### src/rtl/cbd_pkg.sv
// Shared types and codes for the chunked body decoder.
package cbd_pkg;

	localparam int unsigned CHUNK_W = 24;
	localparam int unsigned BODY_W  = 32;
	localparam int unsigned ACC_W   = 28;

	localparam logic [CHUNK_W-1:0] MAX_CHUNK_RESET = 24'd65536;
	localparam logic [BODY_W-1:0]  MAX_BODY_RESET  = 32'd1048576;

	// configuration register indexes
	localparam logic CFG_MAX_CHUNK = 1'b0;
	localparam logic CFG_MAX_BODY  = 1'b1;

	// input commands
	localparam logic [1:0] CMD_BYTE    = 2'd0;
	localparam logic [1:0] CMD_EOS     = 2'd1;
	localparam logic [1:0] CMD_RESTART = 2'd2;
	localparam logic [1:0] CMD_NOP     = 2'd3;

	// result kinds
	localparam logic [1:0] KIND_DATA     = 2'd0;
	localparam logic [1:0] KIND_COMPLETE = 2'd1;
	localparam logic [1:0] KIND_ERROR    = 2'd2;

	// decoder phases
	localparam logic [2:0] PH_SIZE_START  = 3'd0;
	localparam logic [2:0] PH_SIZE_DIGITS = 3'd1;
	localparam logic [2:0] PH_SIZE_CR     = 3'd2;
	localparam logic [2:0] PH_DATA        = 3'd3;
	localparam logic [2:0] PH_TRAIL_START = 3'd4;
	localparam logic [2:0] PH_TRAIL_CR    = 3'd5;
	localparam logic [2:0] PH_DONE        = 3'd6;
	localparam logic [2:0] PH_ERROR       = 3'd7;

	localparam logic [7:0] CHAR_LF = 8'h0A;
	localparam logic [7:0] CHAR_CR = 8'h0D;

	typedef struct packed {
		logic [1:0] cmd;
		logic [7:0] in_byte;
	} cbd_in_t;

	typedef struct packed {
		logic [1:0]        kind;
		logic [7:0]        body_byte;
		logic [BODY_W-1:0] body_length;
	} cbd_out_t;

	typedef struct packed {
		logic [2:0]         phase;
		logic [ACC_W-1:0]   size_acc;
		logic [CHUNK_W-1:0] bytes_left;
		logic [BODY_W-1:0]  body_count;
	} cbd_state_t;

endpackage

### src/rtl/cbd_step.sv
// Next-state and result logic for one connection byte or command.
module cbd_step (
	input  cbd_pkg::cbd_state_t              st,
	input  cbd_pkg::cbd_in_t                 item,
	input  logic [cbd_pkg::CHUNK_W-1:0]      max_chunk_size,
	input  logic [cbd_pkg::BODY_W-1:0]       max_body_size,
	output cbd_pkg::cbd_state_t              nxt,
	output logic                             emit,
	output cbd_pkg::cbd_out_t                res
);

	logic                          is_hex;
	logic [3:0]                    hex_val;
	logic [cbd_pkg::ACC_W-1:0]     acc_shift;
	logic [cbd_pkg::BODY_W:0]      body_sum;
	logic                          body_over;
	logic [7:0]                    c;

	assign c = item.in_byte;

	always_comb begin
		is_hex  = 1'b1;
		hex_val = 4'd0;
		if (c inside {[8'h30:8'h39]}) begin
			hex_val = c[3:0];
		end else if (c inside {[8'h41:8'h46], [8'h61:8'h66]}) begin
			hex_val = c[3:0] + 4'd9;
		end else begin
			is_hex = 1'b0;
		end
	end

	assign acc_shift = {st.size_acc[cbd_pkg::ACC_W-5:0], hex_val};
	assign body_sum  = {1'b0, st.body_count}
		+ {{(cbd_pkg::BODY_W + 1 - cbd_pkg::ACC_W){1'b0}}, st.size_acc};
	assign body_over = body_sum > {1'b0, max_body_size};

	always_comb begin
		nxt      = st;
		emit     = 1'b0;
		res.kind = cbd_pkg::KIND_DATA;
		res.body_byte = 8'd0;

		if (item.cmd == cbd_pkg::CMD_RESTART) begin
			nxt = '0;
			nxt.phase = cbd_pkg::PH_SIZE_START;
		end else if (item.cmd == cbd_pkg::CMD_NOP || st.phase == cbd_pkg::PH_DONE
			|| st.phase == cbd_pkg::PH_ERROR) begin
			nxt = st;
		end else if (item.cmd == cbd_pkg::CMD_EOS) begin
			nxt.phase = cbd_pkg::PH_ERROR;
			emit      = 1'b1;
			res.kind  = cbd_pkg::KIND_ERROR;
		end else begin
			case (st.phase)
				cbd_pkg::PH_SIZE_START, cbd_pkg::PH_SIZE_DIGITS,
				cbd_pkg::PH_SIZE_CR: begin
					if (c == cbd_pkg::CHAR_LF) begin
						// end of size line
						if (st.size_acc == '0) begin
							nxt.phase = cbd_pkg::PH_DONE;
							emit      = 1'b1;
							res.kind  = cbd_pkg::KIND_COMPLETE;
						end else if (body_over) begin
							nxt.phase = cbd_pkg::PH_ERROR;
							emit      = 1'b1;
							res.kind  = cbd_pkg::KIND_ERROR;
						end else begin
							nxt.bytes_left = st.size_acc[cbd_pkg::CHUNK_W-1:0];
							nxt.size_acc   = '0;
							nxt.phase      = cbd_pkg::PH_DATA;
						end
					end else if (st.phase == cbd_pkg::PH_SIZE_CR) begin
						nxt.phase = cbd_pkg::PH_ERROR;
						emit      = 1'b1;
						res.kind  = cbd_pkg::KIND_ERROR;
					end else if (c == cbd_pkg::CHAR_CR) begin
						nxt.phase = cbd_pkg::PH_SIZE_CR;
					end else if (!is_hex) begin
						nxt.phase = cbd_pkg::PH_ERROR;
						emit      = 1'b1;
						res.kind  = cbd_pkg::KIND_ERROR;
					end else begin
						nxt.size_acc = acc_shift;
						if (acc_shift > {{(cbd_pkg::ACC_W - cbd_pkg::CHUNK_W){1'b0}},
							max_chunk_size}) begin
							nxt.phase = cbd_pkg::PH_ERROR;
							emit      = 1'b1;
							res.kind  = cbd_pkg::KIND_ERROR;
						end else begin
							nxt.phase = cbd_pkg::PH_SIZE_DIGITS;
						end
					end
				end
				cbd_pkg::PH_DATA: begin
					nxt.body_count = st.body_count + 1'b1;
					if (st.bytes_left != '0) begin
						nxt.bytes_left = st.bytes_left - 1'b1;
					end
					if (st.bytes_left <= {{(cbd_pkg::CHUNK_W-1){1'b0}}, 1'b1}) begin
						nxt.phase = cbd_pkg::PH_TRAIL_START;
					end
					emit          = 1'b1;
					res.kind      = cbd_pkg::KIND_DATA;
					res.body_byte = c;
				end
				cbd_pkg::PH_TRAIL_START, cbd_pkg::PH_TRAIL_CR: begin
					if (c == cbd_pkg::CHAR_LF) begin
						nxt.phase = cbd_pkg::PH_SIZE_START;
					end else if (c == cbd_pkg::CHAR_CR
						&& st.phase == cbd_pkg::PH_TRAIL_START) begin
						nxt.phase = cbd_pkg::PH_TRAIL_CR;
					end else begin
						nxt.phase = cbd_pkg::PH_ERROR;
						emit      = 1'b1;
						res.kind  = cbd_pkg::KIND_ERROR;
					end
				end
				default: begin
					nxt = st;
				end
			endcase
		end
		res.body_length = nxt.body_count;
	end

endmodule

### src/rtl/chunked_body_decoder_core.sv
// Top level of the chunked body decoder: input stage, decoder state, result register.
//
// Decodes an HTTP/1.1 chunked body from the connection byte stream.
// in channel: one command per transfer (stream byte, end of stream, restart, no-op).
// out channel: at most one result per input transfer (data byte, body
// complete or error), in input order.
// cfg channel: index 0 writes max_chunk_size (low 24 bits of cfg_data),
// index 1 writes max_body_size; always ready, write only while idle.
// A transfer is taken into the input stage and then decoded into the result
// register once that register is empty or being read. Throughput is one byte
// per clock while the receiver keeps out_ready high, set by the single decode
// step between the input stage and the result register.
// When the receiver stalls the result register holds and the input stage
// fills; in_ready drops only once both are occupied.
// Reset clears the decoder to the start of a size line, body count zero,
// and loads the limit registers with 65536 and 1048576.
module chunked_body_decoder_core (
	input  logic                         clk,
	input  logic                         arst_n,
	input  logic                         in_valid,
	output logic                         in_ready,
	input  cbd_pkg::cbd_in_t             in_data,
	output logic                         out_valid,
	input  logic                         out_ready,
	output cbd_pkg::cbd_out_t            out_data,
	input  logic                         cfg_valid,
	output logic                         cfg_ready,
	input  logic                         cfg_index,
	input  logic [cbd_pkg::BODY_W-1:0]   cfg_data
);

	logic                          valid_s1;
	cbd_pkg::cbd_in_t              item_s1;
	logic                          adv_s1;
	cbd_pkg::cbd_state_t           state_q;
	cbd_pkg::cbd_state_t           state_nxt;
	logic                          step_emit;
	cbd_pkg::cbd_out_t             step_res;
	logic                          out_valid_q;
	cbd_pkg::cbd_out_t             out_data_q;
	logic [cbd_pkg::CHUNK_W-1:0]   max_chunk_q;
	logic [cbd_pkg::BODY_W-1:0]    max_body_q;

	assign adv_s1    = valid_s1 && (!out_valid_q || out_ready);
	assign in_ready  = !valid_s1 || adv_s1;
	assign out_valid = out_valid_q;
	assign out_data  = out_data_q;
	assign cfg_ready = 1'b1;

	cbd_step u_step (
		.st             (state_q),
		.item           (item_s1),
		.max_chunk_size (max_chunk_q),
		.max_body_size  (max_body_q),
		.nxt            (state_nxt),
		.emit           (step_emit),
		.res            (step_res)
	);

	always_ff @(posedge clk or negedge arst_n) begin
		if (!arst_n) begin
			max_chunk_q <= cbd_pkg::MAX_CHUNK_RESET;
			max_body_q  <= cbd_pkg::MAX_BODY_RESET;
		end else if (cfg_valid && cfg_ready) begin
			if (cfg_index == cbd_pkg::CFG_MAX_CHUNK) begin
				max_chunk_q <= cfg_data[cbd_pkg::CHUNK_W-1:0];
			end else begin
				max_body_q <= cfg_data;
			end
		end
	end

	always_ff @(posedge clk or negedge arst_n) begin
		if (!arst_n) begin
			valid_s1 <= 1'b0;
		end else if (in_ready) begin
			valid_s1 <= in_valid;
		end
	end

	always_ff @(posedge clk) begin
		if (in_valid && in_ready) begin
			item_s1 <= in_data;
		end
	end

	always_ff @(posedge clk or negedge arst_n) begin
		if (!arst_n) begin
			state_q <= {cbd_pkg::PH_SIZE_START,
				{(cbd_pkg::ACC_W + cbd_pkg::CHUNK_W + cbd_pkg::BODY_W){1'b0}}};
		end else if (adv_s1) begin
			state_q <= state_nxt;
		end
	end

	always_ff @(posedge clk or negedge arst_n) begin
		if (!arst_n) begin
			out_valid_q <= 1'b0;
		end else if (adv_s1) begin
			out_valid_q <= step_emit;
		end else if (out_ready) begin
			out_valid_q <= 1'b0;
		end
	end

	always_ff @(posedge clk) begin
		if (adv_s1 && step_emit) begin
			out_data_q <= step_res;
		end
	end

	// a finished body stays silent until restart
	a_silent_when_held: assert property (@(posedge clk) disable iff (!arst_n)
		valid_s1 && item_s1.cmd != cbd_pkg::CMD_RESTART
		&& (state_q.phase == cbd_pkg::PH_DONE || state_q.phase == cbd_pkg::PH_ERROR)
		|-> !step_emit)
		else $error("result produced after completion or error");

	a_data_has_bytes: assert property (@(posedge clk) disable iff (!arst_n)
		state_q.phase == cbd_pkg::PH_DATA |-> state_q.bytes_left != '0)
		else $error("data phase with no bytes left in chunk");

	a_count_step: assert property (@(posedge clk) disable iff (!arst_n)
		adv_s1 && step_emit && step_res.kind == cbd_pkg::KIND_DATA
		|=> state_q.body_count == $past(state_q.body_count) + 1'b1)
		else $error("body count did not advance on a data byte");

	a_backpressure: assert property (@(posedge clk) disable iff (!arst_n)
		valid_s1 && out_valid_q && !out_ready |-> !in_ready)
		else $error("input taken while both stages are full");

endmodule

### config.mk
export PLATFORM = sky130hd
export DESIGN_NAME = chunked_body_decoder_core
export DESIGN_NICKNAME = d
export VERILOG_FILES = /design/src/rtl/cbd_pkg.sv /design/src/rtl/cbd_step.sv /design/src/rtl/chunked_body_decoder_core.sv
export SDC_FILE = /design/constraint.sdc
export NUM_CORES = 1
export LEC_CHECK = 0
export ABC_AREA = 1
export BUFFER_PORTS_ARGS = -buffer_cell sky130_fd_sc_hd__buf_2
export CAP_MARGIN = 5
export CORE_ASPECT_RATIO = 1.2
export CORE_MARGIN = 8
export CORE_UTILIZATION = 30
export DETAILED_ROUTE_END_ITERATION = 6
export PLACE_DENSITY = 0.56
export SETUP_SLACK_MARGIN = 0.5
export SYNTH_ARGS = -nofsm -noshare
export SYNTH_HDL_FRONTEND = slang
export SYNTH_SLANG_ARGS = --single-unit
### constraint.sdc
create_clock -name clk -period 4.8 [get_ports clk]
set_input_delay 0.72 -clock clk [delete_from_list [all_inputs] [get_ports clk]]
set_output_delay 0.72 -clock clk [all_outputs]
set_load 0.05 [all_outputs]
==> impl_metrics.json <==
{
  "fin_crit_sh_pct": 87.5,
  "yosysTopAreaCellShare_pct": 28.6,
  "p_int_mw": 3.77,
  "ctsHoldBuffers": 0,
  "p_sw_mw": 3.07,
  "initial_core_util_pct": 30.2,
  "cp_max_fo": 8,
  "grt_pass1_wl_um": 56900,
  "core_um2": 41400,
  "final_common_cell": "nand2_1",
  "max_freq_mhz": 238,
  "grt_pass1_vias": 10400,
  "yosys_register_bits": 197,
  "die_y_um": 240,
  "slew_headroom_pct": 29.6,
  "crit_arrival_ns": 4.43,
  "die_area_um2": 48600,
  "pwr-share-comb_pct": 43.9,
  "max-vdd-ir-drop_mv": 0.288,
  "fp-row-count": 82,
  "drc": 0,
  "seq_power_share_pct": 34.9,
  "synth_nets": 1747,
  "tns_ns": 0,
  "yosys.cell_types.count": 52,
  "io_buffers": 91,
  "cts_made_buffers": 17,
  "worst_path_max_delay_cell": "dfrtp_1",
  "setup_violations": 0,
  "grt_max_degree": 86,
  "drive_gt1_share_pct": 15.0,
  "synth_ff_type": "dfrtp_1",
  "hpwl_um": 27400,
  "cp-start-kind": "register",
  "htreeDepth": 4,
  "yosys_warnings": 0,
  "synth.area.top_cells": "dfrtp_1 (29%), edfxtp_1 (12%), nand2_1 (11%)",
  "use_met2_pct": 24.0,
  "drtIter0Drc": 877,
  "p_leak_nw": 6.91,
  "area_growth_syn_to_layout_pct": 18.5,
  "tritoncts": "built",
  "cp-end-kind": "register",
  "syn_area_per_cell_um2": 7.81,
  "top_usage_layer": "met2",
  "layout.nets": 1868,
  "cap_violations": 0,
  "powerDensity_nw_per_um2": 461,
  "io_pins": 93,
  "grt_use_met1_pct": 19.6,
  "final_antenna_net_count": 0,
  "critPathRequiredTime_ns": 5.03,
  "wl_um": 37100,
  "final.min_clock_period_ns": 4.20,
  "clock-sinks": 197,
  "max_stage_delay_ns": 0.38,
  "fin_worst_skew_ns": 0.0146,
  "firstDrtPassIters": 5,
  "crit_top_cell": "nand2_2",
  "hp-class": "in2async",
  "outcome": "finished, final reports clean",
  "final_cell_mix": "nand2_1 (359), inv_1 (216), nor2_1 (142), o21ai_0 (142), dfrtp_1 (140)",
  "grt_use_met3_pct": 1.83,
  "switching_share_pct": 44.8,
  "grt-ovfl-total": 0,
  "synth_edf_count": 52,
  "routed_via_density": 4.81,
  "wire_per_inst_um": 16.3,
  "yosysTopAreaCell": "dfrtp_1",
  "finalWeightedCongestion": 0.891,
  "insertion_delay_ns": 0.46,
  "worst_pin_slew_ns": 1.05,
  "ys_async_sr_fraction_pct": 73.6,
  "vias": 11000,
  "n_fill_cell": 4358,
  "yosysSeqAreaShare_pct": 41.5,
  "slew_violations": 0,
  "clockBufferDepth": 2,
  "die_x_um": 202,
  "syn_area_um2": 12500,
  "antenna_found_initial": 0,
  "p_clk_share_pct": 21.2,
  "holdWs_ns": 0.312,
  "synthCells": 1604,
  "timing_worst_setup_path_type": "reg2reg",
  "antennaDiodeCount": 0,
  "hold_violations": 0,
  "rsz0062_at_grt": "yes",
  "cts.clk_slew.worst_paths_ns": 0.08,
  "root_buffer": "clkbuf_16",
  "gr-usage-all-layers_pct": 14.6
}
worst max-delay path, delay by kind of cell (launching register included):
family / cells / cell delay [ns]
AO/OA/AOI/OAI: 4 / 0.54
XOR/XNOR: 1 / 0.17
adder cells (fa/ha/maj): 3 / 0.85
buffers and inverters: 6 / 0.61
flip-flops: 1 / 0.38
AND/OR/NAND/NOR: 16 / 1.38
flip-flops by register name, summed over array words and instances, names as in the netlist:
signal / flops
max_body_q: 32
valid_s1: 1
state_q: 87
max_chunk_q: 24
out_data: 42
out_valid: 1
item_s1: 10
power by group through the flow:
| stage | combinational [mW] | clock [mW] | sequential, mW |
|---|---|---|---|
| 2_1_floorplan | 1.78 | 0 | 2.63 |
| 5_1_grt | 3.36 | 1.54 | 2.44 |
| 3_5_place_dp | 2.78 | 0 | 2.41 |
| 6_report | 3.00 | 1.45 | 2.39 |
| 4_1_cts | 2.80 | 1.49 | 2.38 |
| 3_3_place_gp | 2.74 | 0 | 2.40 |
cell usage after synthesis, drive strengths merged (5+ instances only):
master,count
nand4,22
nor4,8
dfrtp,143
o221ai,5
inv,225
nor2,153
buf,13
nand3,59
a21oi,90
clkbuf,30
nand2,376
or2,7
a31oi,7
o211ai,20
xor2,27
edfxtp,52
xnor2,16
nor3,48
o21ai,180
ha,94
cell families (layout without fill, tap and decap cells):
logic type               Yosys count  count (layout)  share of synthesized area [%]
flip-flops                       197             197                           41.5
AND/OR/NAND/NOR                  682             682                           23.6
buffers and inverters            268             402                           8.38
other                              1               1                         0.0300
XOR/XNOR                          43              43                           3.01
AO/OA/AOI/OAI                    318             318                           14.0
adder cells (fa/ha/maj)           95              95                           9.55
final cells by class:
type | count | area (um^2) | share of cell area (%)
multi-input cells | 1139 | 6470 | 43.6
flip-flops and latches | 197 | 5200 | 35.0
repair buffers | 145 | 1040 | 7.04
inverters | 225 | 848 | 5.72
well taps | 546 | 683 | 4.61
clock buffers | 18 | 429 | 2.89
clock inverters | 14 | 160 | 1.08
metal layers:
metal	up-vias	share of wire (%)
met2	264	47
met4	0	3.0
met5	-	0
met3	54	3.8
met1	5127	46
li1	5548	-
through the flow:
step                std cells  setup slack, ns  util (%)  total power, mW  instance area, um^2
CTS                      2264            0.505      34.7             6.68                14400
finish                   2284            0.599      35.8             6.84                14800
global route             2284            0.314      35.8             7.34                14800
global placement         2229            0.419      33.2             5.14                13800
detailed placement       2229            0.360      33.2             5.19                13800
floorplan                1604            0.507         -             4.41                12500
path summary, 6_finish.rpt:
path,from,slack [ns],depth (start not counted),endpoint
max,state_q[0],0.60,30,out_data[14]
min,arst_n,0.31,1,max_body_q[25]
max reg2reg,state_q[0],0.60,30,out_data[14]
min reg2reg,max_chunk_q[10],0.49,2,max_chunk_q[10]
max in group asynchronous,arst_n,3.51,2,state_q[9]
min in group clk,in_data[8],0.43,1,item_s1[8]
repair_timing:
| action | 4_1_cts | 5_1_grt |
|---|---|---|
| endpoints found under the hold margin | 0 | 0 |
| resized for setup | 5 | 35 |
| endpoints found under the setup margin | 42 | 96 |
| cloned | 0 | 10 |
| setup buffers | 3 | 10 |
| pin swaps | 4 | 11 |
(Power assumes the default switching activity.)
